### config.mk
export PLATFORM = sky130hd
export DESIGN_NAME = shell_command_tokenizer_core
export DESIGN_NICKNAME = d
export VERILOG_FILES = /design/src/rtl/sct_pkg.sv /design/src/rtl/sct_front.sv /design/src/rtl/sct_queue.sv /design/src/rtl/sct_back.sv /design/src/rtl/shell_command_tokenizer_core.sv
export SDC_FILE = /design/constraint.sdc
export NUM_CORES = 1
export LEC_CHECK = 0
export BUFFER_PORTS_ARGS = -buffer_cell sky130_fd_sc_hd__buf_2
export CORE_MARGIN = 4
export CORE_UTILIZATION = 31
export CTS_CLUSTER_SIZE = 12
export DETAILED_ROUTE_END_ITERATION = 10
export GPL_TIMING_DRIVEN = 0
export SLEW_MARGIN = 10
export SYNTH_ARGS = -nofsm -noshare
export SYNTH_HDL_FRONTEND = slang
export SYNTH_SLANG_ARGS = --single-unit
export TNS_END_PERCENT = 5
### constraint.sdc
create_clock -name clock -period 12 [get_ports clock]
set_input_delay 0.6 -clock clock [delete_from_list [all_inputs] [get_ports clock]]
set_output_delay 0.6 -clock clock [all_outputs]
set_load 0.01 [all_outputs]
### src/rtl/sct_pkg.sv
// Package for the shell command tokenizer: character codes, result kinds and the
// bundle type that carries one word's results from the front end to the back end.
// Used by every module of the block; depends on nothing.
`timescale 1ns / 1ps

package sct_pkg;

   // Result kinds on the output channel.
   localparam logic [1:0] KIND_BYTE      = 2'd0;
   localparam logic [1:0] KIND_END_TOKEN = 2'd1;
   localparam logic [1:0] KIND_END_LINE  = 2'd2;

   // Characters with a meaning of their own.
   localparam logic [7:0] CH_AMP     = 8'h26;
   localparam logic [7:0] CH_GT      = 8'h3E;
   localparam logic [7:0] CH_LT      = 8'h3C;
   localparam logic [7:0] CH_PIPE    = 8'h7C;
   localparam logic [7:0] CH_COMMA   = 8'h2C;
   localparam logic [7:0] CH_QUOTE   = 8'h22;
   localparam logic [7:0] CH_NEWLINE = 8'h0A;
   localparam logic [7:0] CH_SPACE   = 8'h20;
   localparam logic [7:0] CH_TAB     = 8'h09;
   localparam logic [7:0] CH_VTAB    = 8'h0B;
   localparam logic [7:0] CH_FFEED   = 8'h0C;
   localparam logic [7:0] CH_CR      = 8'h0D;

   // Results per input word, and the depth of the queue between the two halves.
   localparam int MAX_RESULTS = 3;
   localparam int QUEUE_DEPTH = 4;
   localparam int QPTR_W      = $clog2(QUEUE_DEPTH);
   localparam int QCNT_W      = $clog2(QUEUE_DEPTH + 1);

   // Operator that may still be doubled by the next character.
   typedef enum logic [1:0] {
      OP_NONE = 2'd0,
      OP_AMP  = 2'd1,
      OP_GT   = 2'd2,
      OP_PIPE = 2'd3
   } op_type;

   // All results that one input word causes, in order.
   typedef struct packed {
      logic [1:0]                  count;
      logic [MAX_RESULTS-1:0][1:0] kinds;
      logic [MAX_RESULTS-1:0][7:0] bytes;
   } bundle_type;

   // Maps a character to its doubling operator code.
   function automatic op_type op_code(input logic [7:0] c);
      op_type r;
      case (c)
         CH_AMP:  r = OP_AMP;
         CH_GT:   r = OP_GT;
         CH_PIPE: r = OP_PIPE;
         default: r = OP_NONE;
      endcase
      return r;
   endfunction

   // Whitespace that ends a word in bare mode (newline is handled apart).
   function automatic logic is_blank(input logic [7:0] c);
      return c inside {CH_SPACE, CH_TAB, CH_VTAB, CH_FFEED, CH_CR};
   endfunction

endpackage

### src/rtl/sct_front.sv
// Front end of the tokenizer: accepts one character word per cycle while accept
// is high, keeps the lexer state and turns each word into a bundle of up to
// three results. Depends on sct_pkg.
`timescale 1ns / 1ps

module sct_front (
   input  logic                clock,
   input  logic                reset,
   input  logic                accept,
   input  logic [7:0]          ch,
   input  logic                end_of_input,
   output logic                push,
   output sct_pkg::bundle_type bundle
);

   logic            quote_ff, quote_in;
   logic            open_ff, open_in;
   sct_pkg::op_type pend_ff, pend_in;
   logic            lhc_ff, lhc_in;

   sct_pkg::op_type op;
   logic            do_close;
   logic [1:0]      cnt;

   // Classify the character and build the results it causes.
   always_comb begin
      quote_in = quote_ff;
      open_in  = open_ff;
      pend_in  = pend_ff;
      lhc_in   = lhc_ff;
      cnt      = 2'd0;
      bundle   = '0;
      op       = sct_pkg::op_code(ch);
      do_close = 1'b0;

      if (end_of_input || ch == sct_pkg::CH_NEWLINE) begin
         // End of line in any mode: close the token, then the line.
         if (open_ff) begin
            bundle.kinds[cnt] = sct_pkg::KIND_END_TOKEN;
            cnt = cnt + 2'd1;
         end
         if (open_ff || lhc_ff) begin
            bundle.kinds[cnt] = sct_pkg::KIND_END_LINE;
            cnt = cnt + 2'd1;
         end
         quote_in = 1'b0;
         open_in  = 1'b0;
         pend_in  = sct_pkg::OP_NONE;
         lhc_in   = 1'b0;
      end else if (quote_ff) begin
         // Quoted mode: everything but the closing quote is literal.
         if (ch == sct_pkg::CH_QUOTE) begin
            quote_in = 1'b0;
         end else begin
            bundle.kinds[cnt] = sct_pkg::KIND_BYTE;
            bundle.bytes[cnt] = ch;
            cnt = cnt + 2'd1;
            open_in = 1'b1;
         end
      end else if (pend_ff != sct_pkg::OP_NONE && op == pend_ff) begin
         // Doubled operator: emit the second character and end the token.
         bundle.kinds[cnt] = sct_pkg::KIND_BYTE;
         bundle.bytes[cnt] = ch;
         cnt = cnt + 2'd1;
         bundle.kinds[cnt] = sct_pkg::KIND_END_TOKEN;
         cnt = cnt + 2'd1;
         open_in = 1'b0;
         lhc_in  = 1'b1;
         pend_in = sct_pkg::OP_NONE;
      end else begin
         // Bare mode: first end the current token where needed.
         do_close = (pend_ff != sct_pkg::OP_NONE) || sct_pkg::is_blank(ch) ||
                    ch == sct_pkg::CH_LT || ch == sct_pkg::CH_COMMA ||
                    op != sct_pkg::OP_NONE;
         if (do_close) begin
            if (open_ff) begin
               bundle.kinds[cnt] = sct_pkg::KIND_END_TOKEN;
               cnt = cnt + 2'd1;
               lhc_in = 1'b1;
            end
            open_in = 1'b0;
            pend_in = sct_pkg::OP_NONE;
         end
         if (ch == sct_pkg::CH_QUOTE) begin
            quote_in = 1'b1;
         end else if (ch == sct_pkg::CH_LT || ch == sct_pkg::CH_COMMA) begin
            bundle.kinds[cnt] = sct_pkg::KIND_BYTE;
            bundle.bytes[cnt] = ch;
            cnt = cnt + 2'd1;
            bundle.kinds[cnt] = sct_pkg::KIND_END_TOKEN;
            cnt = cnt + 2'd1;
            lhc_in  = 1'b1;
            open_in = 1'b0;
         end else if (op != sct_pkg::OP_NONE) begin
            bundle.kinds[cnt] = sct_pkg::KIND_BYTE;
            bundle.bytes[cnt] = ch;
            cnt = cnt + 2'd1;
            open_in = 1'b1;
            pend_in = op;
         end else if (!sct_pkg::is_blank(ch)) begin
            bundle.kinds[cnt] = sct_pkg::KIND_BYTE;
            bundle.bytes[cnt] = ch;
            cnt = cnt + 2'd1;
            open_in = 1'b1;
         end
      end

      bundle.count = cnt;
   end

   // Only words that cause results enter the queue.
   assign push = accept && (cnt != 2'd0);

   // Lexer state advances on every accepted word.
   always_ff @(posedge clock) begin
      if (reset) begin
         quote_ff <= 1'b0;
         open_ff  <= 1'b0;
         pend_ff  <= sct_pkg::OP_NONE;
         lhc_ff   <= 1'b0;
      end else if (accept) begin
         quote_ff <= quote_in;
         open_ff  <= open_in;
         pend_ff  <= pend_in;
         lhc_ff   <= lhc_in;
      end
   end

endmodule

### src/rtl/sct_queue.sv
// Short queue of result bundles between the front and back ends of the tokenizer.
// Depends on sct_pkg.
`timescale 1ns / 1ps

module sct_queue (
   input  logic                clock,
   input  logic                reset,
   input  logic                push,
   input  sct_pkg::bundle_type push_data,
   input  logic                pop,
   output logic                head_valid,
   output sct_pkg::bundle_type head,
   output logic                full
);

   sct_pkg::bundle_type              entry_ff [sct_pkg::QUEUE_DEPTH];
   logic [sct_pkg::QPTR_W-1:0]       wr_ptr_ff, wr_ptr_in;
   logic [sct_pkg::QPTR_W-1:0]       rd_ptr_ff, rd_ptr_in;
   logic [sct_pkg::QCNT_W-1:0]       count_ff, count_in;
   logic                             do_push, do_pop;

   // Status seen by both sides.
   assign full       = (count_ff == sct_pkg::QCNT_W'(sct_pkg::QUEUE_DEPTH));
   assign head_valid = (count_ff != '0);
   assign head       = entry_ff[rd_ptr_ff];

   assign do_push = push && !full;
   assign do_pop  = pop && head_valid;

   // Pointer and fill count updates.
   always_comb begin
      wr_ptr_in = do_push ? wr_ptr_ff + 1'b1 : wr_ptr_ff;
      rd_ptr_in = do_pop ? rd_ptr_ff + 1'b1 : rd_ptr_ff;
      count_in  = count_ff;
      if (do_push && !do_pop) begin
         count_in = count_ff + 1'b1;
      end else if (do_pop && !do_push) begin
         count_in = count_ff - 1'b1;
      end
   end

   always_ff @(posedge clock) begin
      if (reset) begin
         wr_ptr_ff <= '0;
         rd_ptr_ff <= '0;
         count_ff  <= '0;
      end else begin
         wr_ptr_ff <= wr_ptr_in;
         rd_ptr_ff <= rd_ptr_in;
         count_ff  <= count_in;
      end
   end

   // Bundle storage needs no reset.
   always_ff @(posedge clock) begin
      if (do_push) begin
         entry_ff[wr_ptr_ff] <= push_data;
      end
   end

endmodule

### src/rtl/sct_back.sv
// Tokenizer back end: walks the head bundle one result per cycle unless stalled,
// into the output register; pops it with its last result. Depends on sct_pkg.
`timescale 1ns / 1ps

module sct_back (
   input  logic                clock,
   input  logic                reset,
   input  logic                head_valid,
   input  sct_pkg::bundle_type head,
   output logic                pop,
   output logic                rsp_valid,
   input  logic                rsp_stall,
   output logic [1:0]          rsp_kind,
   output logic [7:0]          rsp_token_byte,
   output logic                rsp_last
);

   logic       valid_ff, valid_in;
   logic [1:0] kind_ff, kind_in;
   logic [7:0] byte_ff, byte_in;
   logic       last_ff, last_in;
   logic [1:0] idx_ff, idx_in;
   logic       load;

   // Pick the next result of the head bundle when the output register frees up.
   always_comb begin
      load     = head_valid && (!valid_ff || !rsp_stall);
      kind_in  = head.kinds[idx_ff];
      byte_in  = head.bytes[idx_ff];
      last_in  = (idx_ff == head.count - 2'd1);
      pop      = load && last_in;
      valid_in = load ? 1'b1 : (valid_ff && rsp_stall);
      idx_in   = idx_ff;
      if (load) begin
         idx_in = last_in ? 2'd0 : idx_ff + 2'd1;
      end
   end

   always_ff @(posedge clock) begin
      if (reset) begin
         valid_ff <= 1'b0;
         idx_ff   <= 2'd0;
      end else begin
         valid_ff <= valid_in;
         idx_ff   <= idx_in;
      end
   end

   // Output payload register.
   always_ff @(posedge clock) begin
      if (load) begin
         kind_ff <= kind_in;
         byte_ff <= byte_in;
         last_ff <= last_in;
      end
   end

   assign rsp_valid      = valid_ff;
   assign rsp_kind       = kind_ff;
   assign rsp_token_byte = byte_ff;
   assign rsp_last       = last_ff;

endmodule

### src/rtl/shell_command_tokenizer_core.sv
// Channel | Direction | Handshake            | Payload
// req     | in        | req_valid, req_stall | req_ch[7:0], req_end_of_input
// rsp     | out       | rsp_valid, rsp_stall | rsp_kind[1:0], rsp_token_byte[7:0], rsp_last
//
// One character word is accepted per cycle while the four-entry bundle queue has room.
// Each word yields zero to three results; the back end delivers one result per cycle
// while rsp_stall is low, and input stalls whenever the queue is full.
// An accepted word passes through the bundle queue and the output register before its first result.
// Reset is synchronous and clears lexer state, queue pointers and the output valid.
// rsp_stall holds the output register; the queue keeps taking words until it fills.
// Top level of the tokenizer. Depends on sct_pkg, sct_front, sct_queue and sct_back.
`timescale 1ns / 1ps

module shell_command_tokenizer_core (
   input  logic       clock,
   input  logic       reset,
   input  logic       req_valid,
   output logic       req_stall,
   input  logic [7:0] req_ch,
   input  logic       req_end_of_input,
   output logic       rsp_valid,
   input  logic       rsp_stall,
   output logic [1:0] rsp_kind,
   output logic [7:0] rsp_token_byte,
   output logic       rsp_last
);

   sct_pkg::bundle_type push_bundle;
   sct_pkg::bundle_type head;
   logic                push, pop, head_valid, full, accept;

   // A word is taken whenever the queue has room.
   assign req_stall = full;
   assign accept    = req_valid && !full;

   sct_front u_front (
      .clock        (clock),
      .reset        (reset),
      .accept       (accept),
      .ch           (req_ch),
      .end_of_input (req_end_of_input),
      .push         (push),
      .bundle       (push_bundle)
   );

   sct_queue u_queue (
      .clock      (clock),
      .reset      (reset),
      .push       (push),
      .push_data  (push_bundle),
      .pop        (pop),
      .head_valid (head_valid),
      .head       (head),
      .full       (full)
   );

   sct_back u_back (
      .clock          (clock),
      .reset          (reset),
      .head_valid     (head_valid),
      .head           (head),
      .pop            (pop),
      .rsp_valid      (rsp_valid),
      .rsp_stall      (rsp_stall),
      .rsp_kind       (rsp_kind),
      .rsp_token_byte (rsp_token_byte),
      .rsp_last       (rsp_last)
   );

endmodule

==> results.cfg, run 1 <==
[power_and_ir_drop]
p_sw_mw = 0.3445
pwr-share-seq = 0.405
clkPwrFrac = 0.386
p_int_mw = 0.9841
sw_frac_of_total = 0.2593
p_comb_frac = 0.209
p_leak_nw = 2.206
cellPowerDensity_mw_per_mm2 = 208.2
ir_worst_vdd_mv = 0.1071

[setup_path]
rrSetupSlack_ps = 8140
crit_chain = buf_2 -> buf_2 -> a21boi_0 -> a211oi_1 -> o21ai_0 -> o21ai_0 -> inv_1 -> ha_1 -> nor2_1 -> a211oi_2 -> a21oi_2 -> a221oi_2 -> o31a_4 -> ha_1 -> inv_1 -> fa_1 -> xor2_1 -> or3_1 -> a21oi_1
crit_path_end = u_queue.count_ff[2]
reg2regPathDepth = 16
cp_max_fo = 10
cp.required_ps = 12330
critPathKind = primary input to flip-flop
rr_startpoint = u_front.pend_ff[0]
worst_path_max_delay_cell = fa_1
cpPeakStageDelay_ps = 430
cp-start-kind = primary input
cp.arrival_ps = 4720
crit_path_start = req_ch[6]
end_kind = flip-flop
rr_endpoint = u_queue.count_ff[2]

[logic_synthesis]
syn_inst = 348
synth_area_leaders = edfxtp_1 (57%), mux4_2 (9.6%), dfxtp_1 (6.3%)
synth-async-reset-ratio = 0
seq_area_frac_synth = 0.6361
synth-edff-count = 103
synth_ff_type = edfxtp_1
syn_nets = 368
syn_area_per_cell_sq_um = 15.51
post-synth-top-area-cell = edfxtp_1
yosys.area.top_type_share = 0.5730
ys_seq_elements = 120
ys.warnings.count = 0
netlist_area_sq_mm = 0.005398
synth.distinct_cells = 69

[layout]
instances_no_fill = 621
final_common_cell = edfxtp_1
seq_area_sq_mm = 0.003433
fin_nets = 409
area_growth_pct = 18.24
diodes = 0
final_cell_mix = edfxtp_1 (103), nor2_1 (29), buf_2 (23), mux4_2 (23)
multiInputGateArea_sq_mm = 0.001809
drive_gt1_frac = 0.2768
n_fill_cell = 1600

[die]
initial_core_util = 0.3209
die-area_sq_mm = 0.01959
io_pins = 26
core_sq_mm = 0.01682
fp-row-count = 47
die_height_microns = 140.0
die_w_microns = 140.0

[clocking]
cts.sink_count = 120
cts-root-buf = clkbuf_16
cts.repair.resized = 0
cts_max_level = 4
post_cts_buffers = 0
numCtsBuffers = 17
cts.path.max_buffers = 2
insertion_delay_ps = 410
cts_hold_buf = 0
cts_tree = done
clkTransAtPathRegs_ps = 50

[global_routing]
grt_max_degree = 24
antenna_found_initial = 0
grt_usage = 0.1142
grt_first_pass_wirelength_mm = 17.23
grt_remaining_overflow = 0
grt_pass1_vias = 3184

[timing]
slew_violations = 0
hold_violations = 0
timing.final.crit_share = 0.3661
fin_skew_ps = 18.33
period_minus_slack_ps = 4393
whs_ps = 386.1
fin_tns_setup_ps = 0
rsz0062_at_grt = false
timing.fmax_mhz = 227.6
max_slew.worst_pin.slew_ps = 1025
setup_viol = 0
max_slew_margin = 0.3070

[routing]
drtAntennaViolNets = 0
via_per_inst = 4.862
dr.pass1.iters = 5
drt_wl_total_mm = 10.52
routedWlPerCell_microns = 16.93
drcViolationCount = 0
via_count = 3019
dr.first_iter.drc_count = 180

[hold_path]
min_path_type = primary input to flip-flop

[placement]
placed_cells = 590
io_buffers = 22
post-dp-hpwl_mm = 6.989
gp_congestion = 0.8629

[status]
status = finished, final reports clean

[flow_run]
cap_violations = 0
## kinds of logic (layout without fill, tap and decap cells)
| kind of cell | after synthesis | in the layout | synth area share |
|---|---|---|---|
| AO/OA/AOI/OAI | 45 | 45 | 0.06630 |
| buffers and inverters | 29 | 82 | 0.02967 |
| XOR/XNOR | 7 | 7 | 0.01275 |
| adder cells (fa/ha/maj) | 7 | 7 | 0.01762 |
| flip-flops | 120 | 120 | 0.6361 |
| multiplexers | 37 | 37 | 0.1229 |
| AND/OR/NAND/NOR | 103 | 103 | 0.1147 |
## worst min path at each step
stage                     cells past startpoint  slack, ps               end      startpoint
after floorplan                               1        430    u_front.lhc_ff  u_front.lhc_ff
after global placement                        1        450    u_front.lhc_ff  u_front.lhc_ff
after detailed placement                      1        450    u_front.lhc_ff  u_front.lhc_ff
after CTS                                     2        370  u_back.rsp_valid           reset
after global routing                          2        380  u_back.rsp_valid           reset
final                                         2        390  u_back.rsp_valid           reset
## sequential cells by signal, indices dropped and copies added, names as in the netlist, named ones only
name,count
u_front.quote_ff,1
u_front.open_ff,1
u_queue.entry_ff,92
u_queue.rd_ptr_ff,2
u_back.rsp_last,1
u_queue.count_ff,3
u_front.lhc_ff,1
u_back.idx_ff,2
u_back.rsp_kind,2
u_front.pend_ff,2
u_back.rsp_valid,1
u_back.rsp_token_byte,8
u_queue.wr_ptr_ff,2
## critical path: cells and delay by family
kind,cells,cell delay (ps)
AO/OA/AOI/OAI,9,2110
XOR/XNOR,1,180
adder cells (fa/ha/maj),3,930
buffers and inverters,4,530
AND/OR/NAND/NOR,2,370
## cells in the mapped netlist, types with 2 or more instances
| library cell | count |
|---|---|
| nor4b_1 | 2 |
| xor2_1 | 4 |
| a21o_1 | 2 |
| mux2i_1 | 13 |
| o21a_1 | 2 |
| nor2b_1 | 2 |
| edfxtp_1 | 103 |
| and2b_1 | 3 |
| or2_2 | 3 |
| xnor2_1 | 2 |
| and3_1 | 2 |
| nand2_1 | 12 |
| a22oi_1 | 2 |
| nand3_1 | 4 |
| nand3b_1 | 2 |
| and2_1 | 14 |
| nor3b_1 | 3 |
| inv_1 | 10 |
| dfxtp_1 | 17 |
| nor4_1 | 2 |
| o211ai_1 | 2 |
| clkbuf_1 | 7 |
| nor2_1 | 29 |
| clkbuf_8 | 2 |
| nand2b_1 | 4 |
| ha_1 | 6 |
| o21ai_0 | 9 |
| a21boi_0 | 2 |
| and2_2 | 4 |
| a21oi_1 | 10 |
| buf_1 | 3 |
| nor3_1 | 3 |
| buf_6 | 2 |
| mux4_2 | 23 |
| buf_4 | 4 |
## power by group through the flow
stage | clock network, mW | logic (mW) | registers (mW)
2_1_floorplan | 0 | 0.190 | 0.556
3_3_place_gp | 0 | 0.279 | 0.546
3_5_place_dp | 0 | 0.286 | 0.547
4_1_cts | 0.522 | 0.289 | 0.539
5_1_grt | 0.544 | 0.314 | 0.543
6_report | 0.512 | 0.278 | 0.538
## routing by layer
layer,part of all wire,wire length [microns],vias to the layer above,track usage
met1,0.45,4735,1512,0.1515
met3,0.058,611,6,0.03613
met2,0.48,5097,76,0.1780
met5,0,0,-,0
met4,0.0067,70,0,0.03978
li1,-,-,1425,-
## through the flow
| step | power (mW) | util | instance area, sq um | worst slack, ps |
|---|---|---|---|---|
| after CTS | 1.350 | 0.3792 | 6377 | 7548 |
| final | 1.329 | 0.3795 | 6382 | 7607 |
| after global routing | 1.401 | 0.3795 | 6382 | 7323 |
| after floorplan | 0.7454 | - | 5398 | 7718 |
| after global placement | 0.8243 | 0.3438 | 5783 | 7257 |
| after detailed placement | 0.8338 | 0.3438 | 5783 | 7154 |
## area by class of cell
type                       instances  area share
sequential                       120      0.5379
multi-input combinational        199      0.2835
clock buffer                      22     0.06959
tap                              220     0.04313
clock inverter                     9     0.02352
buffer                            19     0.01921
timing repair buffer              22     0.01725
inverter                          10    0.005881
No activity file was read; power rests on OpenSTA's default activity.
==> run 2, diff against run 1 <==
==> constraint.sdc (replaced) <==
create_clock -name clock -period 3.6 [get_ports clock]
set_input_delay 0.18 -clock clock [delete_from_list [all_inputs] [get_ports clock]]
set_output_delay 0.18 -clock clock [all_outputs]
set_load 0.01 [all_outputs]
==> run 2 against run 1 <==
Critical endpoint unchanged. Power rose to 3.1 times the previous value. Sequential power grew to 3.3 times the previous value. Critical path type unchanged. Clock power grew to 2.7 times the previous value. Design area increased by 0.24%. First-iteration DRC count down 11%. Wire length shrank 2.1%. Global-route usage down 0.30 points. Die area is the same. Core utilization is 0.089 points higher. Flip-flop and latch count unchanged.
==> results.cfg, run 2 (synthesized netlist as in run 1, its figures left out) <==
[placement]
gp_congestion = 0.8215
post-dp-hpwl_mm = 6.799
io_buffers = 22
post_dp_cell_area_sq_mm = 0.005811
pre_cts_ws_ps = -449.8

[setup_path]
cp-start-kind = primary input
path_depth = 18
rrSetupSlack_ps = 190
crit_path_start = req_ch[2]
critPathKind = primary input to flip-flop
worst_path_max_delay_cell = or4_4
cp_max_fo = 10
end_kind = flip-flop
cp_num_buf_inv = 4
crit_chain = buf_12 -> nand2b_4 -> or4_4 -> a2111oi_4 -> buf_4 -> inv_4 -> ha_4 -> nor2_2 -> a211oi_2 -> a21oi_2 -> a221oi_2 -> o31a_4 -> ha_4 -> inv_2 -> fa_2 -> xor2_2 -> or3_1 -> a21oi_1
crit_path_end = u_queue.count_ff[2]
cp.arrival_ps = 3910
rr_startpoint = u_front.pend_ff[0]
cpPeakStageDelay_ps = 430
reg2regPathDepth = 16
cp.required_ps = 3940
crit_top_cell = ha_4
rr_endpoint = u_queue.count_ff[2]
crit_family = compound AO/OA/AOI/OAI gates

[routing]
via_per_inst = 4.752
via_count = 2965
routedWlPerCell_microns = 16.50
dr.first_iter.drc_count = 161
drtAntennaViolNets = 0
dr.pass1.iters = 4
drcViolationCount = 0
drt_wl_total_mm = 10.30

[timing]
worst_slack_ps = 35.02
setup_viol = 0
rsz0062_at_grt = true
period_minus_slack_ps = 3565
slew_violations = 0
timing.fmax_mhz = 280.5
hold_violations = 0
max_slew.worst_pin.slew_ps = 954.9
timing.final.crit_share = 0.9903
fin_skew_ps = 6.188
max_slew_margin = 0.3634

[layout]
final_cell_mix = edfxtp_1 (103), nor2_1 (27), mux4_2 (23)
largest_register = u_queue.entry_ff
drive_gt1_frac = 0.3094
fin_area_sq_mm = 0.006397
fin_nets = 415
final_common_cell = edfxtp_1
multiInputGateArea_sq_mm = 0.001873
diodes = 0
seq_area_sq_mm = 0.003433
n_fill_cell = 1595
largest_reg_flops = 92
area_growth_pct = 18.52

[status]
status = finished, final reports clean

[power_and_ir_drop]
p_sw_mw = 1.108
pwr-share-seq = 0.436
sw_frac_of_total = 0.2698
ir_worst_vdd_mv = 0.3459
p_comb_frac = 0.231
p_int_mw = 3.000
p_leak_nw = 2.199
cellPowerDensity_mw_per_mm2 = 642.1
clkPwrFrac = 0.333

[clocking]
cts_max_level = 4
cts_tree = done
insertion_delay_ps = 410
clkTransAtPathRegs_ps = 50
cts-root-buf = clkbuf_16
numCtsBuffers = 17
cts.sink_count = 120
cts.path.max_buffers = 2

[hold_path]
min_path_type = primary input to flip-flop

[die]
io_pins = 26
fp-row-count = 47
die_w_microns = 140.0
die_height_microns = 140.0
core_sq_mm = 0.01682
die-area_sq_mm = 0.01959
initial_core_util = 0.3209

[flow_run]
cap_violations = 0

[global_routing]
grt_max_degree = 24
grt_remaining_overflow = 0
grt_pass1_vias = 3082
grt_first_pass_wirelength_mm = 16.57
antenna_found_initial = 0
grt_usage = 0.1112
## run 2: worst min path at each step
stage                         start                to  cells after the start  slack, ps
after floorplan           rsp_stall  u_back.rsp_valid                      2        310
after global placement        reset  u_back.rsp_valid                      2        380
after detailed placement      reset  u_back.rsp_valid                      2        390
after CTS                 rsp_stall  u_back.rsp_valid                      3          7
after global routing      rsp_stall  u_back.rsp_valid                      3         20
final                     rsp_stall  u_back.rsp_valid                      3         20
## run 2: power groups by stage
stage / Clock (mW) / Sequential [mW] / Combinational [mW]
after floorplan: 0 / 1.85 / 0.644
after global routing: 1.46 / 1.81 / 1.07
after global placement: 0 / 1.82 / 0.931
after CTS: 1.39 / 1.80 / 0.950
final: 1.37 / 1.79 / 0.948
after detailed placement: 0 / 1.82 / 0.945
## run 2: timing repair
item                       in CTS  in global routing
buffers inserted                0                  6
hold endpoints to repair        2                  0
hold buffers                    1                  0
gates resized for setup         0                 21
setup endpoints to repair       1                  1
pin swaps                       1                 11
## run 2: per-layer routing
layer	vias to the layer above	share of wire	global-route usage
li1	1429	-	-
met1	1462	0.45	0.1353
met2	59	0.49	0.1818
met3	15	0.046	0.03272
met4	0	0.017	0.05354
met5	-	0	0
## run 2: final cells by class
| cell class | count | share of cell area |
|---|---|---|
| sequential | 120 | 0.5367 |
| buffer | 18 | 0.02034 |
| clock inverter | 8 | 0.005672 |
| timing repair buffer | 29 | 0.02699 |
| multi-input combinational | 199 | 0.2928 |
| tap | 220 | 0.04303 |
| inverter | 10 | 0.006259 |
| clock buffer | 20 | 0.06826 |
## run 2: worst min-delay path: stages
cell     delay (ps)
buf_2           110
nand2_1          50
a21oi_1          50
## run 2: stage by stage
step	power (mW)	TNS, ps	hold slack (ps)	util	cells
6_report	4.108	0	22.99	0.3804	624
5_1_grt	4.341	-71.81	22.93	0.3804	624
4_1_cts	4.138	0	7.321	0.3742	619
3_5_place_dp	2.767	-25320	391.2	0.3455	590
3_3_place_gp	2.746	-65670	380.4	0.3452	590
2_1_floorplan	2.498	-21.83	312.2	-	348
==> run 3, diff against run 2 <==
--- a/config.mk
+++ b/config.mk
@@ -7,10 +7,11 @@
 export LEC_CHECK = 0
 export BUFFER_PORTS_ARGS = -buffer_cell sky130_fd_sc_hd__buf_2
 export CORE_MARGIN = 4
-export CORE_UTILIZATION = 31
+export CORE_UTILIZATION = 46
 export CTS_CLUSTER_SIZE = 12
 export DETAILED_ROUTE_END_ITERATION = 10
 export GPL_TIMING_DRIVEN = 0
+export PLACE_DENSITY = 0.65
 export SLEW_MARGIN = 10
 export SYNTH_ARGS = -nofsm -noshare
 export SYNTH_HDL_FRONTEND = slang
==> run 3 against run 2 <==
Register-to-register slack about the same. Flip-flop and latch count unchanged. Sequential share of layout area up 0.70 points. Worst hold slack worse by 1.7 ps. Combinational power about the same. Die area down 31%. Clock power up 9%. Highest routed layer unchanged. Clock skew up 3.9 ps. Critical path depth down 1. Cell count down 12%. Critical endpoint unchanged. Power up 2.9%.
==> results.cfg, run 3 (synthesized netlist as in run 1, its figures left out) <==
[power_and_ir_drop]
clkPwrFrac = 0.352
p_sw_mw = 1.201
p_comb_frac = 0.224
p_leak_nw = 2.197
cellPowerDensity_mw_per_mm2 = 669.7
ir_worst_vdd_mv = 0.3402
sw_frac_of_total = 0.2841
total_power_mw = 4.229
p_int_mw = 3.028
pwr-share-seq = 0.424

[setup_path]
cp_num_buf_inv = 3
crit_top_cell = ha_4
cpPeakStageDelay_ps = 580
critPathKind = primary input to flip-flop
cp_max_fo = 10
cp.arrival_ps = 3880
crit_chain = buf_6 -> nand2b_4 -> or4_4 -> a2111oi_4 -> inv_2 -> ha_4 -> nor2_1 -> a211oi_2 -> a21oi_2 -> a221oi_2 -> o31a_4 -> ha_4 -> inv_1 -> fa_2 -> xor2_1 -> or3_1 -> a21oi_1
cp.required_ps = 3940
cp-start-kind = primary input
worst_path_max_delay_cell = a2111oi_4
crit_family = compound AO/OA/AOI/OAI gates
end_kind = flip-flop

[global_routing]
antenna_found_initial = 0
grt_first_pass_wirelength_mm = 16.50
grt_usage = 0.1671
grt_pass1_vias = 3085
grt_max_degree = 24
grt_remaining_overflow = 0

[timing]
timing.fmax_mhz = 283.0
max_slew.worst_pin.slew_ps = 1044
max_slew_margin = 0.2975
slew_violations = 0
setup_viol = 0
hold_violations = 0
timing.final.crit_share = 0.9817
fin_skew_ps = 10.05
period_minus_slack_ps = 3534
rsz0062_at_grt = true

[placement]
gp_congestion = 0.8401
placed_cells = 513
post-dp-hpwl_mm = 6.605
io_buffers = 22

[clocking]
cts-root-buf = clkbuf_16
cts_tree = done
cts.sink_count = 120
clkTransAtPathRegs_ps = 50
numCtsBuffers = 17
insertion_delay_ps = 410
cts.path.max_buffers = 2
cts_max_level = 4

[layout]
drive_gt1_frac = 0.3186
seq_area_sq_mm = 0.003433
area_growth_pct = 16.99
largest_reg_flops = 92
multiInputGateArea_sq_mm = 0.001844
n_fill_cell = 909
instances_no_fill = 551
fin_nets = 415
final_common_cell = edfxtp_1
diodes = 0
final_cell_mix = edfxtp_1 (103), nor2_1 (29), mux4_2 (23)
largest_register = u_queue.entry_ff

[die]
core_sq_mm = 0.01147
die_height_microns = 116.3
io_pins = 26
die-area_sq_mm = 0.01353
initial_core_util = 0.4707
die_w_microns = 116.3
fp-row-count = 39

[routing]
via_per_inst = 5.512
dr.first_iter.drc_count = 132
drcViolationCount = 0
routedWlPerCell_microns = 18.50
via_count = 3037
drtAntennaViolNets = 0
drt_wl_total_mm = 10.19
dr.pass1.iters = 4

[hold_path]
min_path_type = primary input to flip-flop

[status]
status = finished, final reports clean

[flow_run]
cap_violations = 0
==> run 3: path summary, 6_finish.rpt <==
check,startpoint,end,slack [ps],cells after the start
min,rsp_stall,u_back.rsp_valid,20,3
min reg2reg,u_front.lhc_ff,u_front.lhc_ff,460,1
max reg2reg,u_front.pend_ff[0],u_queue.count_ff[2],200,16
max,req_ch[2],u_queue.count_ff[2],70,17
==> run 3: worst min-delay path: stages <==
cell and delay [ps]:
buf_2 100, nand2_1 50, a21oi_1 50
==> run 3: cell type report <==
cell class	count	area share
buffer	18	0.01922
clock buffer	17	0.06737
clock inverter	15	0.01684
inverter	10	0.005944
multi-input combinational	199	0.2921
sequential	120	0.5437
tap	143	0.02833
timing repair buffer	29	0.02655
==> run 3: power groups by stage <==
stage                     Combinational (mW)  Sequential (mW)  Clock (mW)
final                                  0.949             1.79        1.49
after global routing                    1.06             1.81        1.57
after CTS                              0.961             1.80        1.51
after detailed placement               0.946             1.82           0
after global placement                 0.929             1.82           0
after floorplan                        0.644             1.85           0
==> run 3: per-stage QoR <==
| step | util | cell area [sq um] | hold slack (ps) | TNS [ps] | worst slack (ps) |
|---|---|---|---|---|---|
| 2_1_floorplan | - | 5420 | 312.2 | -21.83 | -21.83 |
| 3_3_place_gp | 0.4979 | 5709 | 379.4 | -59990 | -655.1 |
| 3_5_place_dp | 0.4979 | 5709 | 383.1 | -62090 | -689.4 |
| 4_1_cts | 0.5456 | 6256 | 3.837 | 0 | 43.81 |
| 5_1_grt | 0.5507 | 6315 | 20.56 | -111.9 | -110.0 |
| 6_report | 0.5507 | 6315 | 21.32 | 0 | 66.00 |
==> run 3: repair_timing <==
item	CTS	global route
endpoints found under the setup margin	93	1
hold buffers	1	0
hold endpoints to repair	2	0
resized for setup	4	4
buffers inserted	0	6
pin swaps	1	9
==> run 3: layer usage <==
layer / share of wire / GRT usage / up-vias
li1: - / - / 1442
met2: 0.51 / 0.2700 / 61
met3: 0.040 / 0.04352 / 18
met1: 0.44 / 0.2133 / 1516
met4: 0.015 / 0.07425 / 0
met5: 0 / 0 / -
